==> src/rtl/sab_pkg.sv <==
`timescale 1ns / 1ps

package sab_pkg;

   // Atlas limits and field widths
   localparam int MAX_ATLAS = 256;
   localparam int COL_W     = $clog2(MAX_ATLAS);
   localparam int DIM_W     = 9;
   localparam int POS_W     = 8;
   localparam int SUM_W     = DIM_W + 1;

   localparam logic [DIM_W-1:0] SIZE_RESET = DIM_W'(128);
   localparam logic [DIM_W-1:0] MAX_SIZE   = DIM_W'(MAX_ATLAS);

   typedef enum logic [0:0] {
      CMD_ALLOC = 1'b0,
      CMD_CLEAR = 1'b1
   } cmd_type;

   typedef enum logic [1:0] {
      ST_PLACED  = 2'd0,
      ST_NO_ROOM = 2'd1,
      ST_CLEARED = 2'd2
   } status_type;

   // Controller to datapath
   typedef struct packed {
      logic       idle;
      logic       start;
      logic       clear;
      logic       check;
      logic       place;
      logic       write;
      logic       out_load;
      status_type out_status;
   } ctl_cmd_type;

   // Datapath to controller
   typedef struct packed {
      logic req_valid;
      logic req_clear;
      logic req_bad;
      logic scan_more;
      logic no_fit;
      logic write_last;
      logic rsp_free;
   } dp_stat_type;

endpackage

==> src/rtl/sab_if.sv <==
`timescale 1ns / 1ps

// Request channel: one allocate or clear command
interface sab_req_if
   import sab_pkg::*;
();
   logic             valid;
   logic             ready;
   cmd_type          command;
   logic [DIM_W-1:0] block_width;
   logic [DIM_W-1:0] block_height;

   modport source(output valid, command, block_width, block_height, input ready);
   modport sink(input valid, command, block_width, block_height, output ready);
endinterface

// Response channel: placement or status
interface sab_rsp_if
   import sab_pkg::*;
();
   logic             valid;
   logic             ready;
   logic [POS_W-1:0] pos_x;
   logic [POS_W-1:0] pos_y;
   status_type       status;

   modport source(output valid, pos_x, pos_y, status, input ready);
   modport sink(input valid, pos_x, pos_y, status, output ready);
endinterface

==> src/rtl/sab_dpath.sv <==
`timescale 1ns / 1ps

module sab_dpath
   import sab_pkg::*;
(
   input  logic             clock,
   input  logic             reset,
   input  logic             csr_wr_en,
   input  logic [DIM_W-1:0] csr_wr_data,
   sab_req_if.sink          req_if,
   sab_rsp_if.source        rsp_if,
   input  ctl_cmd_type      cmd,
   output dp_stat_type      stat
);

   // Column height store and its per-column valid bits
   logic [DIM_W-1:0]     heights [MAX_ATLAS];
   logic [MAX_ATLAS-1:0] valid_ff;
   logic [DIM_W-1:0]     rd_ff;
   logic                 rv_ff;

   logic [DIM_W-1:0] size_ff;
   logic [DIM_W-1:0] w_ff, h_ff;
   logic [COL_W:0]   start_ff, col_ff;
   logic [DIM_W-1:0] top_ff, best_ff;
   logic [COL_W-1:0] place_ff;
   logic             found_ff;

   logic             rsp_valid_ff;
   logic [POS_W-1:0] pos_x_ff, pos_y_ff;
   status_type       status_ff;

   logic [DIM_W-1:0] size_eff;
   logic [DIM_W-1:0] cur;
   logic [DIM_W-1:0] top_max;
   logic             blocked;
   logic             win_done;
   logic [COL_W:0]   col_inc;
   logic [COL_W:0]   start_inc;
   logic [COL_W:0]   start_in;
   logic [COL_W:0]   col_in;
   logic [DIM_W-1:0] fill_value;
   logic             accept;

   assign accept   = req_if.valid & req_if.ready;
   assign size_eff = (size_ff > MAX_SIZE) ? MAX_SIZE : size_ff;

   // Scan step: judge the column read last cycle against the current window
   always_comb begin
      cur       = rv_ff ? rd_ff : '0;
      blocked   = (cur >= best_ff);
      top_max   = (cur > top_ff) ? cur : top_ff;
      col_inc   = col_ff + 1'b1;
      start_inc = start_ff + 1'b1;
      win_done  = (SUM_W'(col_ff) + SUM_W'(1)) == (SUM_W'(start_ff) + SUM_W'(w_ff));
      if (blocked) begin
         start_in = col_inc;
         col_in   = col_inc;
      end else if (win_done) begin
         start_in = start_inc;
         col_in   = start_inc;
      end else begin
         start_in = start_ff;
         col_in   = col_inc;
      end
   end

   assign fill_value = best_ff + h_ff;

   // Status back to the controller
   always_comb begin
      stat.req_valid  = req_if.valid;
      stat.req_clear  = (req_if.command == CMD_CLEAR);
      stat.req_bad    = (req_if.block_width == '0) || (req_if.block_height == '0) ||
                        (req_if.block_width > size_eff);
      stat.scan_more  = (SUM_W'(start_in) + SUM_W'(w_ff)) <= SUM_W'(size_eff);
      stat.no_fit     = !found_ff ||
                        ((SUM_W'(best_ff) + SUM_W'(h_ff)) > SUM_W'(size_eff));
      stat.write_last = (SUM_W'(col_ff) + SUM_W'(1)) == (SUM_W'(place_ff) + SUM_W'(w_ff));
      stat.rsp_free   = !rsp_valid_ff || rsp_if.ready;
   end

   assign req_if.ready = cmd.idle;

   // Atlas size register
   always_ff @(posedge clock) begin
      if (reset) begin
         size_ff <= SIZE_RESET;
      end else if (csr_wr_en) begin
         size_ff <= csr_wr_data;
      end
   end

   // Height store: registered read at the column pointer, write while raising
   always_ff @(posedge clock) begin
      rd_ff <= heights[col_ff[COL_W-1:0]];
      if (cmd.write) begin
         heights[col_ff[COL_W-1:0]] <= fill_value;
      end
   end

   // Valid bits: drop all on reset or clear, set on each write
   always_ff @(posedge clock) begin
      if (reset) begin
         valid_ff <= '0;
         rv_ff    <= 1'b0;
      end else begin
         rv_ff <= valid_ff[col_ff[COL_W-1:0]];
         if (cmd.clear) begin
            valid_ff <= '0;
         end else if (cmd.write) begin
            valid_ff[col_ff[COL_W-1:0]] <= 1'b1;
         end
      end
   end

   // Scan and placement registers
   always_ff @(posedge clock) begin
      if (accept) begin
         w_ff <= req_if.block_width;
         h_ff <= req_if.block_height;
      end
      if (cmd.start) begin
         start_ff <= '0;
         col_ff   <= '0;
         top_ff   <= '0;
         best_ff  <= size_eff;
         found_ff <= 1'b0;
      end else if (cmd.check) begin
         start_ff <= start_in;
         col_ff   <= col_in;
         top_ff   <= (blocked || win_done) ? '0 : top_max;
         if (!blocked && win_done) begin
            found_ff <= 1'b1;
            place_ff <= start_ff[COL_W-1:0];
            best_ff  <= top_max;
         end
      end else if (cmd.place) begin
         col_ff <= {1'b0, place_ff};
      end else if (cmd.write) begin
         col_ff <= col_inc;
      end
   end

   // Output register: hold until taken
   always_ff @(posedge clock) begin
      if (reset) begin
         rsp_valid_ff <= 1'b0;
      end else if (cmd.out_load) begin
         rsp_valid_ff <= 1'b1;
      end else if (rsp_if.ready) begin
         rsp_valid_ff <= 1'b0;
      end
   end

   always_ff @(posedge clock) begin
      if (cmd.out_load) begin
         status_ff <= cmd.out_status;
         if (cmd.out_status == ST_PLACED) begin
            pos_x_ff <= POS_W'(place_ff);
            pos_y_ff <= best_ff[POS_W-1:0];
         end else begin
            pos_x_ff <= '0;
            pos_y_ff <= '0;
         end
      end
   end

   assign rsp_if.valid  = rsp_valid_ff;
   assign rsp_if.pos_x  = pos_x_ff;
   assign rsp_if.pos_y  = pos_y_ff;
   assign rsp_if.status = status_ff;

endmodule

==> src/rtl/sab_ctrl.sv <==
`timescale 1ns / 1ps

module sab_ctrl
   import sab_pkg::*;
(
   input  logic        clock,
   input  logic        reset,
   input  dp_stat_type stat,
   output ctl_cmd_type cmd
);

   typedef enum logic [2:0] {
      S_IDLE,
      S_READ,
      S_CHECK,
      S_EVAL,
      S_WRITE,
      S_DONE
   } state_type;

   state_type  state_ff, state_in;
   status_type res_ff, res_in;

   // Decode commands and next state
   always_comb begin
      cmd            = '0;
      cmd.out_status = res_ff;
      state_in       = state_ff;
      res_in         = res_ff;
      unique case (state_ff)
         S_IDLE: begin
            cmd.idle = 1'b1;
            if (stat.req_valid) begin
               if (stat.req_clear) begin
                  cmd.clear = 1'b1;
                  res_in    = ST_CLEARED;
                  state_in  = S_DONE;
               end else if (stat.req_bad) begin
                  res_in   = ST_NO_ROOM;
                  state_in = S_DONE;
               end else begin
                  cmd.start = 1'b1;
                  state_in  = S_READ;
               end
            end
         end
         S_READ: begin
            state_in = S_CHECK;
         end
         S_CHECK: begin
            cmd.check = 1'b1;
            state_in  = stat.scan_more ? S_READ : S_EVAL;
         end
         S_EVAL: begin
            if (stat.no_fit) begin
               res_in   = ST_NO_ROOM;
               state_in = S_DONE;
            end else begin
               cmd.place = 1'b1;
               res_in    = ST_PLACED;
               state_in  = S_WRITE;
            end
         end
         S_WRITE: begin
            cmd.write = 1'b1;
            if (stat.write_last) begin
               state_in = S_DONE;
            end
         end
         S_DONE: begin
            if (stat.rsp_free) begin
               cmd.out_load = 1'b1;
               state_in     = S_IDLE;
            end
         end
         default: begin
            state_in = S_IDLE;
         end
      endcase
   end

   // Hold state and result code
   always_ff @(posedge clock) begin
      if (reset) begin
         state_ff <= S_IDLE;
         res_ff   <= ST_NO_ROOM;
      end else begin
         state_ff <= state_in;
         res_ff   <= res_in;
      end
   end

endmodule

==> src/rtl/skyline_atlas_block_allocator.sv <==
`timescale 1ns / 1ps

// Channel   Direction  Contents
// req_if    in         command, block_width, block_height
// rsp_if    out        pos_x, pos_y, status
// csr       in         csr_wr_en, csr_wr_data (atlas_size)
//
// A clear or a rejected request goes from idle straight to the done state, which loads
// the output register once it is free. An allocation reads one column height at a time
// (registered read, read then check state), restarting past any column that blocks the
// window, then writes block_width columns one per cycle.
// Reset and clear drop one valid bit per column at once; no clearing pass.
// A new request is taken while the previous response waits to be taken.

module skyline_atlas_block_allocator
   import sab_pkg::*;
(
   input  logic             clock,
   input  logic             reset,
   input  logic             csr_wr_en,
   input  logic [DIM_W-1:0] csr_wr_data,
   sab_req_if.sink          req_if,
   sab_rsp_if.source        rsp_if
);

   ctl_cmd_type cmd;
   dp_stat_type stat;

   sab_ctrl u_ctrl (
      .clock (clock),
      .reset (reset),
      .stat  (stat),
      .cmd   (cmd)
   );

   sab_dpath u_dpath (
      .clock       (clock),
      .reset       (reset),
      .csr_wr_en   (csr_wr_en),
      .csr_wr_data (csr_wr_data),
      .req_if      (req_if),
      .rsp_if      (rsp_if),
      .cmd         (cmd),
      .stat        (stat)
   );

endmodule

==> src/flat_wrapper.sv <==
// flat-port wrapper written by rule: the top's interface ports become plain ports
module skyline_atlas_block_allocator_flat import sab_pkg::*;
  (clock, reset, csr_wr_en, csr_wr_data, req_if_valid, req_if_command, req_if_block_width, req_if_block_height, req_if_ready, rsp_if_valid, rsp_if_pos_x, rsp_if_pos_y, rsp_if_status, rsp_if_ready);
  sab_req_if req_if_i ();
  sab_rsp_if rsp_if_i ();
  input  logic clock;
  input  logic reset;
  input  logic csr_wr_en;
  input  logic [DIM_W-1:0] csr_wr_data;
  input wire logic [$bits(req_if_i.valid)-1:0] req_if_valid;
  input wire logic [$bits(req_if_i.command)-1:0] req_if_command;
  input wire logic [$bits(req_if_i.block_width)-1:0] req_if_block_width;
  input wire logic [$bits(req_if_i.block_height)-1:0] req_if_block_height;
  output wire logic [$bits(req_if_i.ready)-1:0] req_if_ready;
  output wire logic [$bits(rsp_if_i.valid)-1:0] rsp_if_valid;
  output wire logic [$bits(rsp_if_i.pos_x)-1:0] rsp_if_pos_x;
  output wire logic [$bits(rsp_if_i.pos_y)-1:0] rsp_if_pos_y;
  output wire logic [$bits(rsp_if_i.status)-1:0] rsp_if_status;
  input wire logic [$bits(rsp_if_i.ready)-1:0] rsp_if_ready;
  assign req_if_i.valid = req_if_valid;
  assign req_if_i.command = req_if_command;
  assign req_if_i.block_width = req_if_block_width;
  assign req_if_i.block_height = req_if_block_height;
  assign req_if_ready = req_if_i.ready;
  assign rsp_if_valid = rsp_if_i.valid;
  assign rsp_if_pos_x = rsp_if_i.pos_x;
  assign rsp_if_pos_y = rsp_if_i.pos_y;
  assign rsp_if_status = rsp_if_i.status;
  assign rsp_if_i.ready = rsp_if_ready;
  skyline_atlas_block_allocator u_core (.clock(clock), .reset(reset), .csr_wr_en(csr_wr_en), .csr_wr_data(csr_wr_data), .req_if(req_if_i), .rsp_if(rsp_if_i));
endmodule
==> config.mk <==
export PLATFORM = sky130hd
export DESIGN_NAME = skyline_atlas_block_allocator_flat
export DESIGN_NICKNAME = d
export VERILOG_FILES = /design/src/rtl/sab_pkg.sv /design/src/rtl/sab_if.sv /design/src/rtl/sab_dpath.sv /design/src/rtl/sab_ctrl.sv /design/src/rtl/skyline_atlas_block_allocator.sv /design/src/flat_wrapper.sv
export SDC_FILE = /design/constraint.sdc
export NUM_CORES = 2
export LEC_CHECK = 0
export BUFFER_PORTS_ARGS = -buffer_cell sky130_fd_sc_hd__buf_2
export CAP_MARGIN = 20
export CORE_MARGIN = 8
export CORE_UTILIZATION = 40
export CTS_BUF_LIST = sky130_fd_sc_hd__clkbuf_2
export DETAILED_ROUTE_END_ITERATION = 7
export GPL_TIMING_DRIVEN = 0
export PLACE_DENSITY_LB_ADDON = 0.1
export SETUP_SLACK_MARGIN = 0.05
export SLEW_MARGIN = 20
export SYNTH_ARGS = -nofsm -noshare
export SYNTH_HDL_FRONTEND = slang
export SYNTH_HIERARCHICAL = 1
export SYNTH_SLANG_ARGS = --single-unit
==> constraint.sdc <==
create_clock -name clock -period 15.2 [get_ports clock]
set_input_delay 1.52 -clock clock [delete_from_list [all_inputs] [get_ports clock]]
set_output_delay 1.52 -clock clock [all_outputs]
set_load 0.03 [all_outputs]
==> impl_metrics.csv <==
group,metric,value,unit
critical_path,critPathKind,"reg -> reg",
critical_path,r2r_slack,4.78,ns
timing,hold_viol_final,0,
finish,drive_gt1_frac,0.401,
synth,synth_area,105000,um2
drt,drt_iter0_markers,9297,
global_route,grt_busiest_layer,"met2",
clocking,clkLatencyLatePin,2.15,ns
global_route,met2_usage,0.457,
min_path,min_to,"u_core/u_dpath/rsp_if.valid$_SDFFE_PP0P_",
placed_design,dp_hpwl,317000,um
timing,fmaxAchievable,96.0,MHz
placed_design,dp_slack,4.92,ns
finish,multi_input_area,27300,um2
global_route,grtUsageMet3,0.0986,
clocking,cts_tree,"yes",
pwr,pwr-share-seq,0.358,
critical_path,arrival,12.42,ns
drt,antenna_left,0,
pwr,power_frac_clock,0.205,
drt,vias_per_cell,6.16,
placed_design,dp_cells,8983,
synth,netlist_top_cells_area,"edfxtp_1 67%, mux4_2 17%, dfxtp_1 5.9%, o21a_1 1.9%, nor2_1 1.2%",
drt,routed_wl,442000,um
global_route,grt_max_degree,77,
pwr,p_sw,10.6,mW
pwr,power.share.switching,0.419,
synth,netlist_instances,5149,
critical_path,r2r_start,"u_core/u_dpath/col_ff[0]$_SDFFE_PP0P_",
critical_path,critPathMaxFanout,10,
synth,synth_edf_count,2357,
run_status,status,"finished clean",
synth,post-synth-top-area-cell,"edfxtp_1",
pwr,power_density,206,nW/um2
die,core,262000,um2
timing,setup_viol,0,
critical_path,timing.rr.end,"u_core/u_ctrl/state_ff[1]$_SDFFE_PP0P_",
pwr,p_leak,40.7,nW
critical_path,crit_required,17.20,ns
critical_path,cpMostUsedCell,"buf_2",
die,io_pins,53,
synth,synth-seq-cells,2666,
critical_path,max_stage_delay,1.01,ns
timing,rsz0062_at_grt,"false",
critical_path,worstSetupEndpointType,"register",
pwr,pwr-share-comb,0.437,
global_route,grt_pass1_vias,61000,
die,die_w,528,um
clocking,clock-sinks,2666,
clocking,clockBufferDepth,4,
synth,netlist.area_leader.share,0.674,
timing,worst_pin_slew,1.35,ns
finish,fin_util,0.470,
timing,fin_skew,0.163,ns
clocking,clk_pin_slew,0.09,ns
placed_design,io_buffers,50,
synth,avgSynthCellArea,20.4,um2
drt,first_pass_iters,6,
global_route,use_met1,0.411,
global_route,grt_util_all_layers,0.310,
clocking,cts_root_buf,"clkbuf_2",
synth,synth_nets,5271,
finish,fillers,22400,
clocking,htree_levels,6,
global_route,grt-ovfl-total,0,
timing,relSlewSlack,0.0993,
critical_path,ff2ff_path_depth,33,
min_path,hold_start,"rsp_if_ready",
clocking,cts_made_buffers,699,
min_path,hold_path.class,"in -> reg",
timing,layout_min_cycle_time,10.42,ns
synth,yosysWarnings,6,
run,drv_cap,0,
finish,area_delta_synth_final,17.1,%
finish,final_cells,10300,
drt,wl_per_cell,42.9,um
finish,finalNetCount,6357,
placed_design,place.gp.congestion,0.979,
pwr,p_int,14.7,mW
critical_path,startpoint_type,"register",
die,rows,188,
timing,drv_slew,0,
finish,seq_area,77000,um2
global_route,grt_pass1_wl,573000,um
min_path,holdPathStages,4,
synth,synth_seq_area_share,0.733,
synth,yosys_most_used_dff,"edfxtp_1",
clocking,cts_setup_buffers,0,
timing,finalWorstSetupSlack,4.78,ns
drt,dr_total_vias,63500,
timing,timing.final.crit_share,0.686,
global_route,antenna_found_initial,45,
die,die_y,528,um
critical_path,slowest_stage,"buf_2",
drt,drcViolationCount,0,
die,die_area,279000,um2
synth,ys_types,73,
pwr,ir_drop,0.147,mV
synth,async_flop_share,0,
die,initial_utilization,0.401,
-- final cells by class --
class / instances / area share
flip-flops and latches: 2666 / 0.626
multi-input cells: 2135 / 0.222
repair buffers: 385 / 0.0496
clock buffers: 1082 / 0.0440
well taps: 3515 / 0.0358
plain buffers: 292 / 0.0118
clock inverters: 157 / 0.00850
inverters: 56 / 0.00171
diodes: 25 / 0.000509
-- layout by cell type, fill, tap and decap left out, types with 84 or more instances in the layout --
master    count
edfxtp_1   2357
clkbuf_2   1164
mux4_2      787
dfxtp_1     309
o21a_1      261
nor2_2      207
buf_2       149
nor2_1      130
clkinv_1     97
buf_12       86
ha_1         84
-- routing by layer --
layer | vias to the layer above | wire, um | share of wire
li1 | 24000 | - | -
met1 | 34300 | 169000 | 0.38
met2 | 4254 | 194000 | 0.44
met3 | 927 | 51700 | 0.12
met4 | 14 | 27300 | 0.062
met5 | - | 97 | 0.00022
-- power by group through the flow --
stage	clock network, mW	logic [mW]	registers (mW)
after global placement	0	9.37	10.2
after global routing	5.63	11.0	9.06
final	5.17	11.1	9.05
after detailed placement	0	10.7	9.22
after floorplan	0	4.20	9.63
after CTS	5.27	10.8	9.05
-- how the worst max path moves through the flow --
stage / startpoint / to / slack, ns / cells past startpoint
3_3_place_gp: u_core/u_dpath/best_ff[0]$_DFFE_PP_ / u_core/u_dpath/col_ff[4]$_SDFFE_PP0P_ / -6.45 / 17
4_1_cts: u_core/u_dpath/col_ff[0]$_SDFFE_PP0P_ / u_core/u_ctrl/state_ff[1]$_SDFFE_PP0P_ / 5.07 / 33
3_5_place_dp: u_core/u_dpath/col_ff[0]$_SDFFE_PP0P_ / u_core/u_ctrl/state_ff[1]$_SDFFE_PP0P_ / 4.92 / 33
2_1_floorplan: u_core/u_dpath/best_ff[0]$_DFFE_PP_ / u_core/u_dpath/col_ff[4]$_SDFFE_PP0P_ / 4.04 / 17
5_1_grt: u_core/u_dpath/col_ff[0]$_SDFFE_PP0P_ / u_core/u_ctrl/state_ff[1]$_SDFFE_PP0P_ / 4.53 / 33
6_report: u_core/u_dpath/col_ff[0]$_SDFFE_PP0P_ / u_core/u_ctrl/state_ff[1]$_SDFFE_PP0P_ / 4.78 / 33
-- synth_stat cells (37+ instances only) --
master	instances
nand3_1	49
inv_1	54
mux2i_1	52
buf_1	67
o21a_1	261
clkbuf_1	173
edfxtp_1	2357
buf_2	41
o21ai_0	37
xnor2_1	45
mux4_2	787
dfxtp_1	309
nor2_1	337
ha_1	85
a22oi_1	55
nand2_1	83
a21oi_1	50
-- stage by stage --
| step | total power [mW] | hold WS (ns) | cell area (um2) | setup TNS (ns) |
|---|---|---|---|---|
| finish | 25.3 | 0.337 | 123000 | 0 |
| global route | 25.7 | 0.230 | 123000 | 0 |
| CTS | 25.1 | 0.0879 | 123000 | 0 |
| detailed placement | 19.9 | 0.448 | 116000 | 0 |
| global placement | 19.5 | 0.441 | 110000 | -7326.24 |
| floorplan | 13.8 | 0.429 | 105000 | 0 |
-- flip-flops by register name (all words and copies together) (netlist names), 9 cells and up --
register                 flops
u_core/u_dpath/top_ff        9
u_core/u_dpath/col_ff        9
u_core/u_dpath/start_ff      9
u_core/u_dpath/valid_ff    256
u_core/u_dpath/w_ff          9
u_core/u_dpath/size_ff       9
u_core/u_dpath/best_ff       9
u_core/u_dpath/heights    2304
u_core/u_dpath/h_ff          9
u_core/u_dpath/rd_ff         9
-- logic make-up after synthesis --
group,synth area share
fa+ha+maj,0.0109
xor+xnor,0.00674
flops,0.733
compound gates,0.0360
simple gates,0.0258
mux,0.174
buf+inv,0.0135
-- worst max-delay path: cells and delay by family, from the launching register on --
family / cells / cell delay (ns)
adders and majority gates: 4 / 1.27
and+or+nand+nor: 8 / 1.74
AOI/OAI and AO/OA: 11 / 2.07
buffers and inverters: 7 / 4.32
DFF: 1 / 0.37
xor gates and xnor gates: 3 / 0.57
-- what timing repair did --
action,4_1_cts,5_1_grt
hold buffers,59,0
gates resized for setup,0,0
hold endpoints to repair,39,0
Power figures use the tool's default switching activity.
